==> config.mk <==
export PLATFORM = sky130hd
export DESIGN_NAME = capture_channel_pattern_dma
export DESIGN_NICKNAME = d
export VERILOG_FILES = /design/src/design/ccpd_pkg.sv /design/src/design/ccpd_ctrl.sv /design/src/design/ccpd_dp.sv /design/src/design/capture_channel_pattern_dma.sv
export SDC_FILE = /design/constraint.sdc
export NUM_CORES = 2
export LEC_CHECK = 0
export ABC_AREA = 1
export BUFFER_PORTS_ARGS = -buffer_cell sky130_fd_sc_hd__buf_4
export CORE_ASPECT_RATIO = 0.8
export CORE_MARGIN = 8
export CORE_UTILIZATION = 54
export CTS_BUF_LIST = sky130_fd_sc_hd__clkbuf_4 sky130_fd_sc_hd__clkbuf_8 sky130_fd_sc_hd__clkbuf_16
export DETAILED_ROUTE_END_ITERATION = 8
export GPL_TIMING_DRIVEN = 1
export PLACE_DENSITY = 0.81
export SETUP_SLACK_MARGIN = 0.1
export SYNTH_ARGS = -nofsm -noshare
export SYNTH_HDL_FRONTEND = slang
export SYNTH_SLANG_ARGS = --single-unit
==> constraint.sdc <==
create_clock -name clk -period 6.75 [get_ports clk]
set_input_delay 1.0125 -clock clk [delete_from_list [all_inputs] [get_ports clk]]
set_output_delay 1.0125 -clock clk [all_outputs]
set_load 0.02 [all_outputs]
==> src/design/ccpd_pkg.sv <==
// ----------------------------------------------------------------------------
// ccpd_pkg : shared types and constants for the capture channel pattern DMA
// Register indices, status bits, item codes and the controller/datapath link.
// ----------------------------------------------------------------------------
`default_nettype none

package ccpd_pkg;

    localparam logic [1:0] FUNC_READ  = 2'd0;
    localparam logic [1:0] FUNC_WRITE = 2'd1;
    localparam logic [1:0] FUNC_TICK  = 2'd2;
    localparam logic [1:0] FUNC_PIXEL = 2'd3;

    localparam logic [1:0] KIND_NONE  = 2'd0;
    localparam logic [1:0] KIND_READ  = 2'd1;
    localparam logic [1:0] KIND_PIXEL = 2'd2;

    localparam logic [5:0] IDX_CTRL    = 6'd0;
    localparam logic [5:0] IDX_IMG_CFG = 6'd3;
    localparam logic [5:0] IDX_IER     = 6'd4;
    localparam logic [5:0] IDX_STS     = 6'd5;
    localparam logic [5:0] IDX_BUF1    = 6'd28;
    localparam logic [5:0] IDX_PITCH   = 6'd31;
    localparam logic [5:0] IDX_BUF2    = 6'd35;

    localparam logic [31:0] STS_FRAME_STORED = 32'h2000_0000;
    localparam logic [31:0] STS_BUF1_ACTIVE  = 32'h0000_0100;
    localparam logic [31:0] STS_BUF2_ACTIVE  = 32'h0000_0200;
    localparam logic [31:0] PIXEL_ALPHA      = 32'hff00_0000;

    typedef enum logic [2:0] {
        ST_IDLE,
        ST_EXEC,
        ST_DIV,
        ST_FINISH,
        ST_OUT
    } ccpd_state_t;

    // controller -> datapath
    typedef struct packed {
        logic exec;       // perform the captured item
        logic div_start;  // load the bytes-per-pixel divider
        logic div_step;   // one restoring step
        logic div_done;   // commit the quotient, frame goes busy
    } ccpd_cmd_t;

    // datapath -> controller
    typedef struct packed {
        logic need_div;   // tick accepted a non-empty frame
        logic div_last;   // final divider step this cycle
    } ccpd_sts_t;

endpackage

`default_nettype wire

==> src/design/ccpd_ctrl.sv <==
// ----------------------------------------------------------------------------
// ccpd_ctrl : item sequencer
// Accepts an item, runs it, runs the divider for a frame start, then holds
// the result until taken.
// ----------------------------------------------------------------------------
`default_nettype none

module ccpd_ctrl
    import ccpd_pkg::*;
(
    input  wire logic      clk,
    input  wire logic      rst_n,
    input  wire logic      in_valid,
    output logic           in_stall,
    output logic           out_valid,
    input  wire logic      out_stall,
    output ccpd_cmd_t      cmd,
    input  wire ccpd_sts_t sts
);

    ccpd_state_t state_reg, state_next;

    always_ff @(posedge clk or negedge rst_n)
    begin
        if (!rst_n)
        begin
            state_reg <= ST_IDLE;
        end
        else
        begin
            state_reg <= state_next;
        end
    end

    always_comb
    begin
        state_next = state_reg;
        cmd        = '0;
        in_stall   = 1'b1;
        out_valid  = 1'b0;
        case (state_reg)
            ST_IDLE:
            begin
                in_stall = 1'b0;
                if (in_valid)
                begin
                    state_next = ST_EXEC;
                end
            end
            ST_EXEC:
            begin
                cmd.exec = 1'b1;
                if (sts.need_div)
                begin
                    cmd.div_start = 1'b1;
                    state_next    = ST_DIV;
                end
                else
                begin
                    state_next = ST_OUT;
                end
            end
            ST_DIV:
            begin
                cmd.div_step = 1'b1;
                if (sts.div_last)
                begin
                    state_next = ST_FINISH;
                end
            end
            ST_FINISH:
            begin
                cmd.div_done = 1'b1;
                state_next   = ST_OUT;
            end
            ST_OUT:
            begin
                out_valid = 1'b1;
                if (!out_stall)
                begin
                    in_stall = 1'b0;
                    state_next = in_valid ? ST_EXEC : ST_IDLE;
                end
            end
            default:
            begin
                state_next = ST_IDLE;
            end
        endcase
    end

endmodule

`default_nettype wire

==> src/design/ccpd_dp.sv <==
// ----------------------------------------------------------------------------
// ccpd_dp : register file, frame walker, divider and result registers
// ----------------------------------------------------------------------------
`default_nettype none

module ccpd_dp
    import ccpd_pkg::*;
#(
    parameter int NUM_REGS = 64
)
(
    input  wire logic        clk,
    input  wire logic        rst_n,
    input  wire logic        in_take,
    input  wire logic [1:0]  func,
    input  wire logic [5:0]  reg_index,
    input  wire logic [31:0] write_data,
    input  wire ccpd_cmd_t   cmd,
    output ccpd_sts_t        sts,
    output logic [1:0]       kind,
    output logic [31:0]      read_data,
    output logic [33:0]      dma_address,
    output logic [31:0]      pixel_value,
    output logic [2:0]       pixel_bytes,
    output logic             last_pixel,
    output logic             irq_level
);

    // register index field is 6 bits, so only the low 64 words are reachable
    localparam int NREACH = (NUM_REGS < 64) ? NUM_REGS : 64;
    localparam int AW     = $clog2(NREACH);

    // plain storage words; a valid flag per word makes unwritten words read 0
    logic [31:0]       mem [NREACH];
    logic [NREACH-1:0] mem_valid_reg;
    logic [31:0]       mem_rd_reg;

    // control registers kept in flops
    logic [31:0] ctrl_reg, cfg_reg, ier_reg, sts_reg, buf1_reg, pitch_cfg_reg, buf2_reg;

    // captured item
    logic [1:0]  func_reg;
    logic [5:0]  idx_reg;
    logic [31:0] data_reg;

    logic [31:0] count_reg;
    logic        busy_reg;
    logic [12:0] col_reg, row_reg, fw_reg, fh_reg;
    logic [15:0] bpp_reg, pitch_reg;
    logic [33:0] row_addr_reg;
    logic        second_reg;
    logic        irq_reg;

    // divider: 16-bit restoring, one bit a step
    logic [15:0] quo_reg;
    logic [13:0] rem_reg;
    logic [3:0]  dstep_reg;

    logic [31:0] sts_w, ier_w, ctrl_w, cfg_w, buf1_w, buf2_w, pitch_w;
    logic        in_range;
    logic [12:0] cfg_w_w, cfg_h_w;
    logic [15:0] cfg_p_w;
    logic        sec_w;
    logic [31:0] buf_w;
    logic        empty_w;
    logic [31:0] sts_done;
    logic [13:0] rem_sh;
    logic [13:0] rem_sub;
    logic [12:0] col_inc;
    logic [12:0] row_inc;
    logic        row_end, frame_end;
    logic [7:0]  pv;
    logic [49:0] col_off;
    logic [31:0] reg_rd_w;
    logic        plain_w;

    assign sts_w    = sts_reg;
    assign ier_w    = ier_reg;
    assign ctrl_w   = ctrl_reg;
    assign cfg_w    = cfg_reg;
    assign buf1_w   = buf1_reg;
    assign buf2_w   = buf2_reg;
    assign pitch_w  = pitch_cfg_reg;
    assign in_range = 32'(idx_reg) < 32'(NUM_REGS);

    assign cfg_w_w = cfg_w[12:0];
    assign cfg_h_w = cfg_w[28:16];
    assign cfg_p_w = pitch_w[15:0];
    assign sec_w   = count_reg[0];
    assign buf_w   = sec_w ? buf2_w : buf1_w;
    assign empty_w = (buf_w == '0) || (cfg_w_w == '0) || (cfg_h_w == '0) || (cfg_p_w == '0);

    assign sts.need_div = (func_reg == FUNC_TICK) && ctrl_w[31] && !busy_reg && !empty_w;
    assign sts.div_last = (dstep_reg == 4'd15);

    // register read mux: control registers or the registered storage word
    always_comb
    begin
        reg_rd_w = '0;
        plain_w  = 1'b0;
        case (idx_reg)
            IDX_CTRL:    reg_rd_w = ctrl_reg;
            IDX_IMG_CFG: reg_rd_w = cfg_reg;
            IDX_IER:     reg_rd_w = ier_reg;
            IDX_STS:     reg_rd_w = sts_reg;
            IDX_BUF1:    reg_rd_w = buf1_reg;
            IDX_PITCH:   reg_rd_w = pitch_cfg_reg;
            IDX_BUF2:    reg_rd_w = buf2_reg;
            default:
            begin
                plain_w  = 1'b1;
                reg_rd_w = mem_valid_reg[idx_reg[AW-1:0]] ? mem_rd_reg : '0;
            end
        endcase
    end

    // completion applied to status at the last pixel; empty frames build the same value inline
    always_comb
    begin
        sts_done = sts_w & ~(STS_BUF1_ACTIVE | STS_BUF2_ACTIVE);
        sts_done = sts_done | (second_reg ? STS_BUF1_ACTIVE : STS_BUF2_ACTIVE) | STS_FRAME_STORED;
    end

    assign rem_sh  = {rem_reg[12:0], quo_reg[15]};
    assign rem_sub = rem_sh - {1'b0, fw_reg};
    assign col_inc = col_reg + 13'd1;
    assign row_inc = row_reg + 13'd1;
    assign row_end = col_inc >= fw_reg;
    assign frame_end = row_end && (row_inc >= fh_reg);
    assign pv      = col_reg[7:0] + row_reg[7:0] + {count_reg[5:0], 2'b00};
    assign col_off = {37'd0, col_reg} * {34'd0, bpp_reg};

    always_ff @(posedge clk)
    begin
        if (in_take)
        begin
            func_reg   <= func;
            idx_reg    <= reg_index;
            data_reg   <= write_data;
            // storage read at capture, used at execute
            mem_rd_reg <= mem[reg_index[AW-1:0]];
        end
        if (cmd.exec && (func_reg == FUNC_WRITE) && in_range && plain_w)
        begin
            mem[idx_reg[AW-1:0]] <= data_reg;
        end
        if (cmd.div_start)
        begin
            quo_reg   <= cfg_p_w;
            rem_reg   <= '0;
        end
        else if (cmd.div_step)
        begin
            if (!rem_sub[13])
            begin
                rem_reg <= rem_sub;
                quo_reg <= {quo_reg[14:0], 1'b1};
            end
            else
            begin
                rem_reg <= rem_sh;
                quo_reg <= {quo_reg[14:0], 1'b0};
            end
        end
    end

    always_ff @(posedge clk or negedge rst_n)
    begin
        if (!rst_n)
        begin
            mem_valid_reg <= '0;
            ctrl_reg      <= '0;
            cfg_reg       <= '0;
            ier_reg       <= '0;
            sts_reg       <= '0;
            buf1_reg      <= '0;
            pitch_cfg_reg <= '0;
            buf2_reg      <= '0;
            count_reg    <= '0;
            busy_reg     <= 1'b0;
            col_reg      <= '0;
            row_reg      <= '0;
            fw_reg       <= '0;
            fh_reg       <= '0;
            bpp_reg      <= '0;
            pitch_reg    <= '0;
            row_addr_reg <= '0;
            second_reg   <= 1'b0;
            irq_reg      <= 1'b0;
            dstep_reg    <= '0;
            kind         <= KIND_NONE;
            read_data    <= '0;
            dma_address  <= '0;
            pixel_value  <= '0;
            pixel_bytes  <= '0;
            last_pixel   <= 1'b0;
        end
        else
        begin
            if (cmd.div_start)
            begin
                dstep_reg <= '0;
            end
            else if (cmd.div_step)
            begin
                dstep_reg <= dstep_reg + 4'd1;
            end
            if (cmd.div_done)
            begin
                bpp_reg  <= (quo_reg != '0) ? quo_reg : 16'd4;
                busy_reg <= 1'b1;
            end
            if (cmd.exec)
            begin
                kind        <= KIND_NONE;
                read_data   <= '0;
                dma_address <= '0;
                pixel_value <= '0;
                pixel_bytes <= '0;
                last_pixel  <= 1'b0;
                case (func_reg)
                    FUNC_READ:
                    begin
                        kind <= KIND_READ;
                        if (in_range)
                        begin
                            read_data <= reg_rd_w;
                        end
                    end
                    FUNC_WRITE:
                    begin
                        if (in_range)
                        begin
                            if (idx_reg == IDX_STS)
                            begin
                                sts_reg <= sts_w & ~data_reg;
                                irq_reg <= ((sts_w & ~data_reg) & ier_w) != '0;
                            end
                            else
                            begin
                                case (idx_reg)
                                    IDX_CTRL:    ctrl_reg      <= data_reg;
                                    IDX_IMG_CFG: cfg_reg       <= data_reg;
                                    IDX_IER:     ier_reg       <= data_reg;
                                    IDX_BUF1:    buf1_reg      <= data_reg;
                                    IDX_PITCH:   pitch_cfg_reg <= data_reg;
                                    IDX_BUF2:    buf2_reg      <= data_reg;
                                    default:
                                    begin
                                        mem_valid_reg[idx_reg[AW-1:0]] <= 1'b1;
                                    end
                                endcase
                                if (idx_reg == IDX_CTRL)
                                begin
                                    if (data_reg[31] && !ctrl_w[31])
                                    begin
                                        count_reg <= '0;
                                    end
                                    else if (!data_reg[31])
                                    begin
                                        busy_reg <= 1'b0;
                                        irq_reg  <= 1'b0;
                                    end
                                end
                                else if (idx_reg == IDX_IER)
                                begin
                                    irq_reg <= (sts_w & data_reg) != '0;
                                end
                            end
                        end
                    end
                    FUNC_TICK:
                    begin
                        if (ctrl_w[31] && !busy_reg)
                        begin
                            fw_reg     <= cfg_w_w;
                            fh_reg     <= cfg_h_w;
                            pitch_reg  <= cfg_p_w;
                            second_reg <= sec_w;
                            col_reg    <= '0;
                            row_reg    <= '0;
                            row_addr_reg <= {2'b00, buf_w};
                            if (empty_w)
                            begin
                                // empty frame completes at once
                                sts_reg <= (sts_w & ~(STS_BUF1_ACTIVE | STS_BUF2_ACTIVE))
                                    | (sec_w ? STS_BUF1_ACTIVE : STS_BUF2_ACTIVE)
                                    | STS_FRAME_STORED;
                                irq_reg <= (((sts_w & ~(STS_BUF1_ACTIVE | STS_BUF2_ACTIVE))
                                    | (sec_w ? STS_BUF1_ACTIVE : STS_BUF2_ACTIVE)
                                    | STS_FRAME_STORED) & ier_w) != '0;
                                count_reg <= count_reg + 32'd1;
                            end
                        end
                    end
                    FUNC_PIXEL:
                    begin
                        if (busy_reg)
                        begin
                            kind        <= KIND_PIXEL;
                            dma_address <= row_addr_reg + col_off[33:0];
                            pixel_value <= PIXEL_ALPHA | {8'd0, pv, pv, pv};
                            pixel_bytes <= (bpp_reg < 16'd4) ? bpp_reg[2:0] : 3'd4;
                            if (row_end)
                            begin
                                col_reg      <= '0;
                                row_reg      <= row_inc;
                                row_addr_reg <= row_addr_reg + {18'd0, pitch_reg};
                                if (frame_end)
                                begin
                                    last_pixel <= 1'b1;
                                    sts_reg    <= sts_done;
                                    irq_reg    <= (sts_done & ier_w) != '0;
                                    count_reg  <= count_reg + 32'd1;
                                    busy_reg   <= 1'b0;
                                end
                            end
                            else
                            begin
                                col_reg <= col_inc;
                            end
                        end
                    end
                    default:
                    begin
                        kind <= KIND_NONE;
                    end
                endcase
            end
        end
    end

    assign irq_level = irq_reg;

endmodule

`default_nettype wire

==> src/design/capture_channel_pattern_dma.sv <==
// ----------------------------------------------------------------------------
// capture_channel_pattern_dma : capture channel with gradient pattern DMA
// Register file, frame tick handling and one pixel write per pixel slot of a frame.
// ----------------------------------------------------------------------------
// Channel | Handshake          | Payload
// in      | in_valid/in_stall  | func, reg_index, write_data
// out     | out_valid/out_stall| kind, read_data, dma_address, pixel_value,
//         |                    | pixel_bytes, last_pixel, irq_level
//
// Every item gives exactly one result. Reads, writes, pixel slots and empty
// or ignored ticks run in the execute state, then offer the result; a tick
// that starts a frame also runs the 16-step bytes-per-pixel divider first.
// A waiting result holds while out_stall is high; the next item is accepted
// in the cycle the result is taken. Reset clears the control registers and
// the written flags of the plain storage words at once; no clearing pass.
// ----------------------------------------------------------------------------
`default_nettype none

module capture_channel_pattern_dma
    import ccpd_pkg::*;
#(
    parameter int NUM_REGS = 64
)
(
    input  wire logic        clk,
    input  wire logic        rst_n,
    input  wire logic        in_valid,
    output logic             in_stall,
    input  wire logic [1:0]  func,
    input  wire logic [5:0]  reg_index,
    input  wire logic [31:0] write_data,
    output logic             out_valid,
    input  wire logic        out_stall,
    output logic [1:0]       kind,
    output logic [31:0]      read_data,
    output logic [33:0]      dma_address,
    output logic [31:0]      pixel_value,
    output logic [2:0]       pixel_bytes,
    output logic             last_pixel,
    output logic             irq_level
);

    ccpd_cmd_t cmd;
    ccpd_sts_t sts;
    logic      in_take;

    assign in_take = in_valid && !in_stall;

    ccpd_ctrl u_ctrl
    (
        .clk       (clk),
        .rst_n     (rst_n),
        .in_valid  (in_valid),
        .in_stall  (in_stall),
        .out_valid (out_valid),
        .out_stall (out_stall),
        .cmd       (cmd),
        .sts       (sts)
    );

    ccpd_dp #(
        .NUM_REGS (NUM_REGS)
    ) u_dp
    (
        .clk         (clk),
        .rst_n       (rst_n),
        .in_take     (in_take),
        .func        (func),
        .reg_index   (reg_index),
        .write_data  (write_data),
        .cmd         (cmd),
        .sts         (sts),
        .kind        (kind),
        .read_data   (read_data),
        .dma_address (dma_address),
        .pixel_value (pixel_value),
        .pixel_bytes (pixel_bytes),
        .last_pixel  (last_pixel),
        .irq_level   (irq_level)
    );

endmodule

`default_nettype wire

==> results.py <==
metrics = {
    "outcome": {
        "status": "complete, no violations",
    },
    "layout": {
        "nets": 11600,
        "largest_reg_flops": 2048,
        "areaGrowthSynthToFinish_pct": 11.3,
        "layout.cells.most_common": "edfxtp_1",
        "mostFrequentLayoutCells": "2136 x edfxtp_1, 1973 x nand2_1, 1544 x o21ai_0",
        "finalNonFillerCells": 14300,
        "layout-drive-gt1-share": 0.0761,
    },
    "route": {
        "drt-initial-drc-count": 14000,
        "wirelength_um": 357000,
        "wire_per_inst_um": 25.0,
        "drc": 0,
        "num_vias": 88600,
        "final_antenna_net_count": 0,
        "routed_via_density": 6.20,
        "firstDrtPassIters": 9,
    },
    "global_routing": {
        "grt_use_met2": 0.441,
        "track_usage": 0.293,
        "antenna_found_initial": 10,
        "busiest_layer": "met2",
        "grt_overflow": 0,
        "grt_pass1_vias": 86000,
        "use_met3": 0.0616,
        "grt_max_degree": 237,
        "grt_pass1_wl_um": 530000,
        "met1_usage": 0.405,
    },
    "floorplanning": {
        "die_x_um": 540,
        "die_area_um2": 235000,
        "row_count": 154,
        "coreArea_um2": 219000,
        "die_h_um": 435,
        "io_pins": 151,
        "initial_core_util": 0.541,
    },
    "power": {
        "switching_power_w": 0.0110,
        "p_int_w": 0.0279,
        "switching_share": 0.283,
        "power.leakage_nw": 51.3,
        "ir_worst_vdd_mv": 0.351,
        "seqPwrFrac": 0.500,
        "p_clk_frac": 0.359,
        "power_frac_comb": 0.141,
        "powerDensity_nw_per_um2": 294,
    },
    "clock_network": {
        "h-tree-depth": 4,
        "cts_buffers": 241,
        "tritoncts": "built",
        "ctsResizeCount": 0,
        "cts_setup_buffers": 0,
        "cts-root-buf": "clkbuf_16",
        "path_clk_slew_ns": 0.07,
        "clock_path_buffers": 3,
        "clk_latency_ns": 0.94,
        "clock-sinks": 2651,
        "hold_buffers": 0,
    },
    "sta": {
        "fin_setup_tns_ns": 0,
        "period_needed_ns": 6.05,
        "rsz0062_at_grt": "no",
        "finalSetupViolCount": 0,
        "maxSlewHeadroom": 0.195,
        "clock.fmax_mhz": 165,
        "hold_viol_final": 0,
        "worst_slew_pin_slew_ns": 1.19,
        "finalCritPeriodShare": 0.896,
        "report.final.slew_viol_count": 0,
        "skew_ns": 0.0998,
    },
    "worst_setup_path": {
        "critical_path_class": "flop to flop",
        "regToRegSetupSlack_ns": 0.70,
        "crit_path_start_kind": "flop",
        "cp.required_ns": 7.46,
        "arrival_ns": 6.75,
        "r2r_cells": 19,
        "crit_fanout": 17,
        "timing.rr.end": "u_dp.dma_address[18]",
        "r2r_start": "u_dp.col_reg[7]",
        "end_kind": "flop",
    },
    "yosys": {
        "ys_seq_elements": 2651,
        "synth_area_um2": 119000,
        "syn_inst": 11000,
        "yosysSeqAreaShare": 0.649,
        "synth_edf_count": 2136,
        "synth_ff_type": "edfxtp_1",
        "async_flop_share": 0.189,
        "ys_types": 53,
        "yosys_warnings": 0,
        "avgSynthCellArea_um2": 10.7,
    },
    "job": {
        "cap_violations": 0,
    },
    "min_path": {
        "min-delay-path-class": "input port to asynchronous set/reset pin",
    },
    "placement": {
        "dp.cells": 13800,
        "routabilityCongestion": 0.963,
        "io_buffer_count": 150,
        "hpwl_um": 215000,
    },
}
-- kinds of logic after synthesis --
family / Yosys count / share of synthesized area
simple gates: 4184 / 0.144
flops: 2651 / 0.649
compound gates: 2331 / 0.106
buf+inv: 1479 / 0.0487
fa+ha+maj: 344 / 0.0482
xor+xnor: 56 / 0.00413
other cells: 1 / 0.0000316
-- metal layers --
metal  wire [um]  vias to the layer above  part of all wire
met5          27                        -          0.000076
met4       20300                        4             0.057
met1      135000                    42900              0.38
met2      158000                     6440              0.44
met3       44300                      988              0.12
li1            -                    38300                 -
-- power groups by stage --
| stage | registers (W) | clock network (W) | logic, W |
|---|---|---|---|
| after global placement | 0.0197 | 0 | 0.00514 |
| after global routing | 0.0195 | 0.0146 | 0.00587 |
| after floorplan | 0.0199 | 0 | 0.00282 |
| final | 0.0194 | 0.0140 | 0.00549 |
| after detailed placement | 0.0197 | 0 | 0.00527 |
| after CTS | 0.0194 | 0.0140 | 0.00532 |
-- worst max-delay path, stage by stage, from the launching register on --
cell	delay, ns
dfrtp_1	0.89
nand2_1	0.17
fa_1	0.58
inv_1	0.06
fa_1	0.57
fa_1	0.46
fa_1	0.48
fa_1	0.50
inv_1	0.06
fa_1	0.49
inv_1	0.04
ha_1	0.40
nand2_1	0.11
inv_1	0.09
nand2_1	0.13
nor2_1	0.27
nand4_1	0.22
nand3_1	0.15
xnor2_1	0.12
o21ai_0	0.10
-- how the worst max path moves through the flow --
stage | from | end | depth (start not counted)
floorplan | u_dp.col_reg[7] | u_dp.dma_address[22] | 24
global placement | u_dp.col_reg[7] | u_dp.dma_address[18] | 19
detailed placement | u_dp.col_reg[7] | u_dp.dma_address[19] | 19
CTS | u_dp.col_reg[7] | u_dp.dma_address[19] | 19
global route | u_dp.col_reg[7] | u_dp.dma_address[18] | 19
finish | u_dp.col_reg[7] | u_dp.dma_address[18] | 19
-- area by class of cell --
cell class / count / area (um^2)
fill: 16500 / 87200
sequential: 2651 / 77000
antenna: 6 / 15.0
inverter: 813 / 3080
timing repair buffer: 355 / 3140
clock inverter: 153 / 1660
multi-input combinational: 7139 / 37200
clock buffer: 294 / 6450
tap: 2886 / 3610
-- through the flow --
stage / utilization / worst slack [ns] / area [um^2] / power [W] / hold slack (ns)
finish: 0.602 / 0.702 / 132000 / 0.0389 / 0.153
global route: 0.602 / 0.393 / 132000 / 0.0400 / 0.173
CTS: 0.602 / 0.733 / 132000 / 0.0387 / 0.173
detailed placement: 0.565 / 0.732 / 124000 / 0.0250 / 0.366
global placement: 0.565 / 0.751 / 124000 / 0.0248 / 0.365
floorplan: - / 1.32 / 119000 / 0.0227 / 0.424
-- cells in the mapped netlist (all sizes together), types with 35 or more instances --
library cell     n  area, um^2
ha             155        1940
nand2         1984        7470
or2             50         313
buf            162         826
fa             189        3780
edfxtp        2136       64100
nand3          606        3040
nor3            35         185
clkbuf         504        1890
nor2          1381        5240
nand4           82         513
inv            810        3040
a21oi          137         686
dfrtp          502       12600
o21ai         1550        7760
o22ai          546        3420
No activity file was read; power rests on OpenSTA's default activity.
